## src/rtl/lkvc_pkg.sv

```systemverilog
// Shared types and constants for the LRU key-value cache.
package lkvc_pkg;

	localparam int ENTRIES_DEF = 16;
	localparam int DATA_W = 32;
	localparam int CAP_W = 5;
	localparam logic [CAP_W-1:0] CAP_RESET = 5'd16;

	typedef enum logic {
		CMD_INSERT = 1'b0,
		CMD_FIND   = 1'b1
	} cmd_t;

	typedef enum logic [1:0] {
		ST_IDLE,
		ST_SCAN,
		ST_UPD,
		ST_DONE
	} state_t;

	// Request handed from the top level to the engine.
	typedef struct packed {
		cmd_t              command;
		logic [DATA_W-1:0] key;
		logic [DATA_W-1:0] value;
	} req_t;

	// Result handed back from the engine.
	typedef struct packed {
		logic              found;
		logic [DATA_W-1:0] read_value;
	} res_t;

endpackage

```

## src/rtl/lru_key_value_cache_unit.sv

```systemverilog
// Top level of the fully associative LRU key-value cache.
//
//  channel  | direction | handshake                  | payload
//  ---------+-----------+----------------------------+---------------------------
//  in       | input     | in_valid / in_ready        | command, key, value
//  out      | output    | out_valid / out_ready      | found, read_value
//  cfg      | input     | cfg_write_en (no wait)     | cfg_write_data -> capacity
//
// A transfer runs as two scans: a lookup scan reads every entry of the memory
// once, then an update scan rewrites ranks, values and valid bits. A find
// that misses skips the update scan. With the single memory read port, each
// scan reads the entries one after another.
// Reset clears the valid bits and the output valid flag, and sets capacity to 16.
// A result waits in the output register; the next transfer is accepted meanwhile.
module lru_key_value_cache_unit import lkvc_pkg::*; #(
	parameter int ENTRIES = ENTRIES_DEF
) (
	input  logic                     clk,
	input  logic                     arst_n,
	input  logic                     in_valid,
	output logic                     in_ready,
	input  logic                     command,
	input  logic signed [DATA_W-1:0] key,
	input  logic signed [DATA_W-1:0] value,
	output logic                     out_valid,
	input  logic                     out_ready,
	output logic                     found,
	output logic signed [DATA_W-1:0] read_value,
	input  logic                     cfg_write_en,
	input  logic [CAP_W-1:0]         cfg_write_data
);

	logic [CAP_W-1:0] capacity_q;
	logic out_valid_q;
	logic found_q;
	logic [DATA_W-1:0] read_value_q;

	req_t req;
	res_t res;
	logic eng_idle;
	logic res_valid, res_ready;

	// Capacity register; values above ENTRIES are clamped inside the engine
	always_ff @(posedge clk or negedge arst_n) begin
		if (!arst_n) begin
			capacity_q <= CAP_RESET;
		end else if (cfg_write_en) begin
			capacity_q <= cfg_write_data;
		end
	end

	assign req.command = cmd_t'(command);
	assign req.key     = key;
	assign req.value   = value;

	// A new transfer starts only while the engine sits idle
	assign in_ready = eng_idle;

	lkvc_engine #(.ENTRIES(ENTRIES)) u_engine (
		.clk       (clk),
		.arst_n    (arst_n),
		.req_valid (in_valid),
		.req       (req),
		.idle      (eng_idle),
		.cap       (capacity_q),
		.res_valid (res_valid),
		.res_ready (res_ready),
		.res       (res)
	);

	// Output register: frees the engine as soon as the result is parked here
	assign res_ready = !out_valid_q || out_ready;

	always_ff @(posedge clk or negedge arst_n) begin
		if (!arst_n) begin
			out_valid_q <= 1'b0;
		end else if (res_ready) begin
			out_valid_q <= res_valid;
		end
	end

	always_ff @(posedge clk) begin
		if (res_valid && res_ready) begin
			found_q      <= res.found;
			read_value_q <= res.read_value;
		end
	end

	assign out_valid  = out_valid_q;
	assign found      = found_q;
	assign read_value = read_value_q;

endmodule

```

## src/rtl/lkvc_ram.sv

```systemverilog
// Simple dual-port entry memory, one write and one registered read per cycle.
module lkvc_ram import lkvc_pkg::*; #(
	parameter int DEPTH = ENTRIES_DEF,
	parameter int WIDTH = 2 * DATA_W + 4,
	localparam int AW = (DEPTH > 1) ? $clog2(DEPTH) : 1
) (
	input  logic             clk,
	input  logic             we,
	input  logic [AW-1:0]    waddr,
	input  logic [WIDTH-1:0] wdata,
	input  logic [AW-1:0]    raddr,
	output logic [WIDTH-1:0] rdata
);

	logic [WIDTH-1:0] mem [DEPTH];

	always_ff @(posedge clk) begin
		if (we) begin
			mem[waddr] <= wdata;
		end
	end

	always_ff @(posedge clk) begin
		rdata <= mem[raddr];
	end

endmodule

```

## src/rtl/lkvc_engine.sv

```systemverilog
// Lookup and rank-update sequencer: a lookup scan and, unless a find misses, an update scan over the entry memory.
module lkvc_engine import lkvc_pkg::*; #(
	parameter int ENTRIES = ENTRIES_DEF
) (
	input  logic             clk,
	input  logic             arst_n,
	input  logic             req_valid,
	input  req_t             req,
	output logic             idle,
	input  logic [CAP_W-1:0] cap,
	output logic             res_valid,
	input  logic             res_ready,
	output res_t             res
);

	localparam int IW = (ENTRIES > 1) ? $clog2(ENTRIES) : 1;
	localparam int RW = IW;
	localparam int CMPW = (RW + 1 > CAP_W) ? RW + 1 : CAP_W;
	localparam int MW = 2 * DATA_W + RW;
	localparam logic [IW-1:0] LAST = IW'(ENTRIES - 1);
	localparam logic [CMPW-1:0] ENT_C = CMPW'(ENTRIES);

	state_t state_q, state_d;
	req_t req_q;

	logic [IW-1:0] addr_q;
	logic iss_q;
	logic rd_vld_s1;
	logic [IW-1:0] rd_idx_s1;
	logic hit_q;
	logic [IW-1:0] hit_idx_q;
	logic [RW-1:0] hit_rank_q;
	logic [DATA_W-1:0] hit_val_q;
	logic placed_q;
	logic [ENTRIES-1:0] valid_q;

	logic [MW-1:0] rdata;
	logic [MW-1:0] wdata;
	logic we;

	logic [DATA_W-1:0] rd_key, rd_val;
	logic [RW-1:0] rd_rank;
	logic vld_now, match, last_data, go_upd;
	logic [CMPW-1:0] cap_ext, cap_eff;
	logic is_s, older;
	logic [CMPW-1:0] new_rank;
	logic keep, place;
	logic [DATA_W-1:0] wr_key, wr_val;

	lkvc_ram #(.DEPTH(ENTRIES), .WIDTH(MW)) u_ram (
		.clk   (clk),
		.we    (we),
		.waddr (rd_idx_s1),
		.wdata (wdata),
		.raddr (addr_q),
		.rdata (rdata)
	);

	assign rd_key  = rdata[MW-1 -: DATA_W];
	assign rd_val  = rdata[RW +: DATA_W];
	assign rd_rank = rdata[RW-1:0];

	assign vld_now   = valid_q[rd_idx_s1];
	assign match     = rd_vld_s1 && vld_now && (rd_key == req_q.key);
	assign last_data = rd_vld_s1 && (rd_idx_s1 == LAST);
	assign go_upd    = (req_q.command == CMD_INSERT) || hit_q || match;

	assign cap_ext = CMPW'(cap);
	assign cap_eff = (cap_ext > ENT_C) ? ENT_C : cap_ext;

	// Per-entry rank update and eviction for the second scan
	always_comb begin
		is_s  = hit_q && (rd_idx_s1 == hit_idx_q);
		older = vld_now && (rd_rank < hit_rank_q);
		place = 1'b0;
		if (hit_q) begin
			if (is_s) begin
				new_rank = '0;
			end else if (older) begin
				new_rank = CMPW'(rd_rank) + CMPW'(1);
			end else begin
				new_rank = CMPW'(rd_rank);
			end
		end else begin
			new_rank = CMPW'(rd_rank) + CMPW'(1);
		end
		if (req_q.command == CMD_FIND) begin
			keep = vld_now;
		end else begin
			keep = vld_now && (new_rank < cap_eff);
		end
		wr_key = rd_key;
		wr_val = rd_val;
		if (req_q.command == CMD_INSERT) begin
			if (hit_q && is_s) begin
				wr_val = req_q.value;
			end
			if (!hit_q && !keep && !placed_q && (cap_eff != '0)) begin
				place    = 1'b1;
				wr_key   = req_q.key;
				wr_val   = req_q.value;
				new_rank = '0;
			end
		end
		we    = (state_q == ST_UPD) && rd_vld_s1;
		wdata = {wr_key, wr_val, new_rank[RW-1:0]};
	end

	always_ff @(posedge clk or negedge arst_n) begin
		if (!arst_n) begin
			state_q <= ST_IDLE;
		end else begin
			state_q <= state_d;
		end
	end

	always_comb begin
		state_d   = state_q;
		idle      = 1'b0;
		res_valid = 1'b0;
		unique case (state_q)
			ST_IDLE: begin
				idle = 1'b1;
				if (req_valid) begin
					state_d = ST_SCAN;
				end
			end
			ST_SCAN: begin
				if (last_data) begin
					state_d = go_upd ? ST_UPD : ST_DONE;
				end
			end
			ST_UPD: begin
				if (last_data) begin
					state_d = ST_DONE;
				end
			end
			ST_DONE: begin
				res_valid = 1'b1;
				if (res_ready) begin
					state_d = ST_IDLE;
				end
			end
			default: state_d = ST_IDLE;
		endcase
	end

	assign res.found      = hit_q;
	assign res.read_value = (req_q.command == CMD_FIND && hit_q) ? hit_val_q : '0;

	// Scan control and valid bits
	always_ff @(posedge clk or negedge arst_n) begin
		if (!arst_n) begin
			iss_q     <= 1'b0;
			addr_q    <= '0;
			rd_vld_s1 <= 1'b0;
			hit_q     <= 1'b0;
			placed_q  <= 1'b0;
			valid_q   <= '0;
		end else begin
			rd_vld_s1 <= iss_q;
			if (iss_q) begin
				if (addr_q == LAST) begin
					iss_q <= 1'b0;
				end else begin
					addr_q <= addr_q + IW'(1);
				end
			end
			if (state_q == ST_IDLE && req_valid) begin
				iss_q    <= 1'b1;
				addr_q   <= '0;
				hit_q    <= 1'b0;
				placed_q <= 1'b0;
			end
			if (state_q == ST_SCAN) begin
				if (match) begin
					hit_q <= 1'b1;
				end
				if (last_data && go_upd) begin
					iss_q  <= 1'b1;
					addr_q <= '0;
				end
			end
			if (we) begin
				valid_q[rd_idx_s1] <= keep || place;
				if (place) begin
					placed_q <= 1'b1;
				end
			end
		end
	end

	always_ff @(posedge clk) begin
		rd_idx_s1 <= addr_q;
		if (state_q == ST_IDLE && req_valid) begin
			req_q <= req;
		end
		if (state_q == ST_SCAN && match) begin
			hit_idx_q  <= rd_idx_s1;
			hit_rank_q <= rd_rank;
			hit_val_q  <= rd_val;
		end
	end

endmodule

```

## config.mk

```make
export PLATFORM = sky130hd
export DESIGN_NAME = lru_key_value_cache_unit
export DESIGN_NICKNAME = d
export VERILOG_FILES = /design/src/rtl/lkvc_pkg.sv /design/src/rtl/lru_key_value_cache_unit.sv /design/src/rtl/lkvc_ram.sv /design/src/rtl/lkvc_engine.sv
export SDC_FILE = /design/constraint.sdc
export NUM_CORES = 1
export LEC_CHECK = 0
export ABC_AREA = 1
export BUFFER_PORTS_ARGS = -buffer_cell sky130_fd_sc_hd__buf_2
export CAP_MARGIN = 15
export CORE_MARGIN = 5
export CORE_UTILIZATION = 55
export DETAILED_ROUTE_END_ITERATION = 16
export PLACE_DENSITY_LB_ADDON = 0.3
export SETUP_SLACK_MARGIN = 0.3
export SLEW_MARGIN = 30
export SYNTH_ARGS = -nofsm -noshare
export SYNTH_HDL_FRONTEND = slang
export SYNTH_SLANG_ARGS = --single-unit
```

## constraint.sdc

```tcl
create_clock -name clk -period 10.8 [get_ports clk]
set_clock_uncertainty 0.05 [all_clocks]
set_input_delay 2.16 -clock clk [delete_from_list [all_inputs] [get_ports clk]]
set_output_delay 2.16 -clock clk [all_outputs]
set_load 0.01 [all_outputs]
```

[Word-level counts from Yosys, hierarchy flattened]
Memory sizes are Yosys's and may differ from the RTL's. A register that Yosys moved wholly into a read port is not among the register bits.
Cells that the tools add are included.
Cells by class
  $add $sub $neg: 2
  $lt $le $gt $ge: 5
  equal/unequal tests: 11
  muxes and demuxes: 45
  bitwise gates (word level): 1
  reduce and logical (&&, ||, !) cells: 28
Operators by type and width (count)
  $mux W32: 5
  $eq A32 B32 Y1: 1
  $mux W4: 7
  $mux W1: 21
  $mux W5: 4
  $logic_and A1 B1 Y1: 17
  $bwmux W16: 1
  $eq A4 B4 Y1 const B: 2
  $mux W2: 4
  $pmux W2 S4: 1
  $add A4 B1 Y5 const B: 1
  $gt A5 B5 Y1 const B: 1
  $lt A4 B5 Y1 const B: 1
  $lt A5 B5 Y1: 1
  $reduce_bool A5 Y1: 1
  $add A4 B1 Y4 const B: 1
  $bmux W1 S4: 1
  $demux W1 S4: 1
  $eq A2 B2 Y1 const B: 2
  $eq A4 B4 Y1: 1
  $ge A4 B1 Y1 const B: 1
  $logic_not A1 Y1: 4
  $logic_or A1 B1 Y1: 4
  $lt A4 B4 Y1: 1
  other kinds (6): 8
Storage, ports and cells
  flip-flop bits (word level): 174
  memory bits (writable): 1088
  bits of input ports: 75
  output and inout port bits: 35
  word-level logic and storage cells: 111
  memories kept: 1
Memories
  u_engine.u_ram.mem: depth 16, width 68, rd ports 1, clocked after memory_dff 1, write ports 1, RTL line lkvc_ram.sv:15  | logic [WIDTH-1:0] mem [DEPTH];

[Longest topological paths before layout]
  depth after elaboration: 17
  mapped depth: 24

[Cells and area by module]
A second synthesis with hierarchy kept.
Second synthesis, totals
  cell total of the unflattened synthesis: 5333
  area, all modules: 56098.8 um2
Modules (own cells, without submodules)
  lkvc_ram: times used 1, cells an instance 4472, area an instance 47833.4 um2, sequential area each 34032.6 um2
  lkvc_engine: times used 1, cells an instance 801, area an instance 7025.5 um2, sequential area each 3883.7 um2
  lru_key_value_cache_unit: times used 1, cells an instance 60, area an instance 1239.9 um2, sequential area each 1142.3 um2

[Worst setup path before layout]
Ideal clock, no wire load.
  kind: reg2reg
  start: reg u_engine.state_q[0]
  end: reg u_engine.valid_q[5]
  data arrival time: 4.119 ns
  required time: 10.473 ns
  slack: 6.354 ns
  cell stages (with the launch flop): 8
  buffers on the path: 0
  cell sequence: dfrtp_1 > inv_1 > ha_1 > nand2_1 > inv_1 > nand3_1 > nor2_1 > a31oi_1
On the way
  word-level cells in the longest chain between the ends: 2
RTL lines
  start: declaration: RTL line lkvc_engine.sv:23  | state_t state_q, state_d;
  start signal: assignment: RTL line lkvc_engine.sv:113  | state_q <= state_d;
  $eq A2 B2 Y1: RTL line lkvc_engine.sv:105  | we = (state_q == ST_UPD) && rd_vld_s1;
  $logic_and A1 B1 Y1: RTL line lkvc_engine.sv:105
  end signal: indexed assignment: RTL line lkvc_engine.sv:185  | valid_q[rd_idx_s1] <= keep || place;
  end: declaration: RTL line lkvc_engine.sv:35  | logic [ENTRIES-1:0] valid_q;
Every way passes these cells.
A chain may end at the register's enable or synchronous reset.

[Worst setup path after layout]
  start: reg u_engine.rd_idx_s1[0]
  end: mem u_engine.u_ram.mem[2][14] (netlist bit) (data pin)
On the way
  word-level cells in the longest chain between the ends: 15
  elaborated cells between the ends (all ways): 19
  classes of those cells: 1 x order compare; 1 x eq/ne; 9 x mux; 8 x reduce/logical
RTL lines
  start: declaration: RTL line lkvc_engine.sv:29  | logic [IW-1:0] rd_idx_s1;
  start signal: assignment: RTL line lkvc_engine.sv:194  | rd_idx_s1 <= addr_q;
  $bmux W1 S4: RTL line lkvc_engine.sv:63  | assign vld_now = valid_q[rd_idx_s1];
  $mux W1 (implied by the code): RTL line lkvc_engine.sv:63
  $logic_and A1 B1 Y1: RTL line lkvc_engine.sv:74  | older = vld_now && (rd_rank < hit_rank_q);
  $mux W5: RTL line lkvc_engine.sv:79  | end else if (older) begin
  $mux W5: RTL line lkvc_engine.sv:77  | if (is_s) begin
  $mux W5: RTL line lkvc_engine.sv:76  | if (hit_q) begin
  $lt A5 B5 Y1: RTL line lkvc_engine.sv:90  | keep = vld_now && (new_rank < cap_eff);
  $logic_and A1 B1 Y1: RTL line lkvc_engine.sv:90
  $mux W1: RTL line lkvc_engine.sv:87  | if (req_q.command == CMD_FIND) begin
  $logic_not A1 Y1: RTL line lkvc_engine.sv:98  | if (!hit_q && !keep && !placed_q && (cap_eff != '0)) begin
  $logic_and A1 B1 Y1 (3 in a row): RTL line lkvc_engine.sv:98
  $mux W32 (*): RTL line lkvc_engine.sv:98
  $mux W32 (*): RTL line lkvc_engine.sv:94  | if (req_q.command == CMD_INSERT) begin
  via u_engine.u_ram.wdata[14]: RTL line lkvc_ram.sv:10  | input logic [WIDTH-1:0] wdata,
  end: declaration: RTL line lkvc_ram.sv:15
The timed path passes the listed nets; every way through them passes the cells marked *. The select of a mux whose other input is x is not followed.

==> key figures <==
Synthesis
  – Seq/Total Area, Yosys: 0.761
  – Most instantiated library cell after synthesis: edfxtp_1
  – Top post-synthesis cells by area: edfxtp_1 72%, nor2_1 6.8%, o32ai_1 4.6%
  – Number of synthesized register bits: roughly 1,300
  – Async SR Flop Fraction: 0.0241
  – Yosys top cell by area: edfxtp_1
  – Post-Synthesis Cells: roughly 4,000
  – Area share of the largest cell type after synthesis: 0.717
  – Predominant post-synthesis flop cell: edfxtp_1
  – EDFF count, synth: 1,226
  – Syn Nets: roughly 4,000
  – Synth unique cells: 42
  – Syn Std Cell Area: 51,400 sq um
  – Post-synth top cells: 1,226 x edfxtp_1, 927 x nor2_1, 503 x nand2_1
  – YS warnings: 0
  – Mapped Avg Cell Area: between 10 and 15 sq um

Timing
  – Final period util: 0.496
  – Final max-slew violation count: 0
  – Slew margin rel.: 0.318
  – Measured slew at the worst slew-check pin: 1020 ps
  – RSZ-0062 raised after global routing: false
  – Fmax: between 0.15 and 0.2 GHz
  – Total negative slack: 0 ps
  – Hold Vio Cnt, Final: 0
  – Clock period minus worst slack: approximately 5400 ps
  – Final setup fails: 0

Global route
  – Vias in the first global route: 30,800
  – Gr usage total: 0.254
  – Antenna violations before repair: 4
  – First-pass GRT wire length: 191,000 microns
  – Grt total ovfl: 0
  – Largest net degree at the start of global routing: around 260

Route
  – Initial DRT Pass Iterations: 6
  – Per-cell routed wire length: 23.8 microns
  – First-iteration detailed-routing DRC count: 4,994
  – Vias per inst: slightly above 6
  – Post-DRT Antenna Nets: 0
  – Via Count: 32,500
  – WL final: 128,000 microns
  – Number of remaining DRC errors: 0

Worst setup path
  – Reg2reg start: u_engine.rd_idx_s1[0]
  – WP buf/inv: 2
  – Slowest stage cell, crit path: buf_4
  – Crit path kind: reg -> reg
  – Critical path startpoint: u_engine.rd_idx_s1[0]
  – Largest stage delay, worst path: slightly below 900 ps
  – CP arrival: 5750 ps
  – Most frequent CP cell: nand2_1
  – Delay-heaviest family, CP: simple AND/OR/NAND/NOR gates
  – Worst Setup Start Kind: register
  – Levels on crit path: 23
  – Setup crit end kind: register
  – Cells on worst reg2reg path: 23
  – WP data required: 11,200 ps
  – CP Cell Sequence: inv_2 -> nand2_1 -> nand2_1 -> nand2_1 -> nand2_1 -> nand2_1 -> nand2_1 -> o21ai_2 -> nand2_2 -> nand4_1 -> o21ai_0 -> a21oi_1 -> ha_1 -> nand2_1 -> nor2_1 -> a211oi_1 -> nand2_1 -> nand2_2 -> nand2_4 -> nand2_4 -> buf_4 -> nand3_1 -> nand2_1
  – Critical path fanouts, max: 50

Clocking
  – CTS buffer count: ~130
  – Clock transition at the registers of the reported paths: roughly 60 ps
  – Clock latency at the later pin of the worst-skew pair: 730 ps
  – TritonCTS clock tree: done
  – Setup Buffers After CTS: 0
  – Clock root buffer: clkbuf_16
  – H-Tree Depth: 4
  – Cts hold-fix bufs: 0
  – Worst-case clock buffer depth: 3
  – Post-CTS Resized: 0
  – # clock sinks: 1,330

Floorplan
  – Die Span Y: around 320 microns
  – FP Rows: 112
  – Die footprint: 99,600 sq um
  – Core Region: a little over 90,000 sq um
  – Initial Util: 0.552
  – Die W: 316 microns
  – # IOs: 110

Layout
  – NumNets Final: 4,099
  – Area grow syn2layout: 12.7%
  – Fraction of layout cells with a size suffix above 1: 0.110
  – Final core utilization: 0.622
  – Layout fillers: 6,925

Power and ir drop
  – P_int: roughly 11 mW
  – PD cells: about 290 nW/um^2
  – Clk pwr share: 0.264
  – Combinational power share: 0.289
  – Total power: around 17 mW
  – Sw frac: 0.342
  – Sequential share of power: 0.447
  – Leakage: 19.8 nW
  – Sw power: 5.70 mW
  – Peak supply drop: 0.246 mV

Place
  – I/O Buffers: 109
  – Final HPWL DP: 63,200 microns
  – Gpl congestion: roughly 0.9

Worst hold path
  – Hold Crit Class: reg -> reg
  – Hold_sp: u_engine.u_ram.rdata[6]
  – Hold depth: 0

Run status
  – Status: finished, final reports clean

Flow run
  – Max Cap Viol: 0
## worst paths after layout
path	endpoint	slack, ps
max	u_engine.u_ram.mem[2][14]	5440
min	u_engine.hit_val_q[2]	380
max reg2reg	u_engine.u_ram.mem[2][14]	5440
min reg2reg	u_engine.hit_val_q[2]	380
max in group asynchronous	u_engine.addr_q[0]	8660
min in group asynchronous	u_engine.valid_q[6]	1460
## kinds of logic after synthesis
logic type | Yosys count | share of synthesized area
compound gates | 616 | 0.0809
mux | 3 | 0.000658
buf+inv | 340 | 0.0260
fa+ha+maj | 13 | 0.00317
flops | 1330 | 0.761
simple gates | 1601 | 0.126
xor+xnor | 15 | 0.00256
## power by group through the flow
stage | logic [mW] | clock network, mW | registers (mW)
floorplan | 3.25 | 0 | 7.41
global placement | 4.54 | 0 | 7.53
detailed placement | 4.71 | 0 | 7.53
CTS | 4.75 | 4.45 | 7.43
global route | 5.29 | 4.69 | 7.48
finish | 4.81 | 4.39 | 7.44
## registers in the layout, indices dropped and copies added (netlist names), 2 cells and up
name	flops
capacity_q	5
u_engine.u_ram.rdata	68
u_engine.valid_q	16
u_engine.addr_q	4
u_engine.hit_rank_q	4
u_engine.hit_idx_q	4
u_engine.u_ram.mem	1088
read_value	32
u_engine.state_q	2
u_engine.hit_val_q	32
u_engine.req_q	65
u_engine.rd_idx_s1	4
## area by class of cell
type,count,area (sq um),area share
flip-flops and latches,1330,39100,0.675
diodes,2,5.00,0.0000865
inverters,105,407,0.00703
repair buffers,195,1500,0.0259
clock inverters,60,445,0.00770
clock buffers,182,3730,0.0644
well taps,1254,1570,0.0271
multi-input cells,2248,11100,0.193
## metrics by stage
step                setup WS, ps  instances  hold WS, ps  area, sq um
global placement            5790       5119          370        53300
detailed placement          5640       5129          373        53600
global route                5050       5374          395        57900
floorplan                   6350       3918          319        51400
finish                      5440       5376          380        57900
CTS                         5550       5371          377        57800
## cell usage in the layout (no fill, tap or decap), types with 3 or more instances in the layout
cell / count
dfrtp_1: 29
xnor2_1: 6
buf_12: 3
nor2_4: 20
inv_1: 100
clkinv_1: 24
nand3_2: 20
nor2_1: 907
mux2_2: 3
xor2_1: 9
nand2_4: 3
clkbuf_8: 15
bufinv_16: 4
o32ai_1: 272
nor4_1: 7
dfxtp_1: 72
nand4_1: 83
buf_4: 59
o21ai_0: 311
a31oi_1: 8
nand2_2: 3
nor3b_1: 4
clkinvlp_4: 3
nor4b_1: 3
or2_2: 9
clkbuf_16: 136
a21oi_1: 9
clkbuf_1: 31
buf_16: 11
edfxtp_1: 1226
inv_6: 7
clkinv_2: 19
ha_1: 13
nand3_1: 38
buf_2: 109
buf_6: 12
nand2_1: 502
o22ai_1: 3
## per-layer routing
layer	share of wire	up-vias	GRT usage
met1	0.41	16100	0.376
met2	0.46	1682	0.394
met4	0.026	2	0.0765
li1	-	14500	-
met3	0.099	251	0.0448
met5	0.000078	-	0
Power figures use the tool's default switching activity.
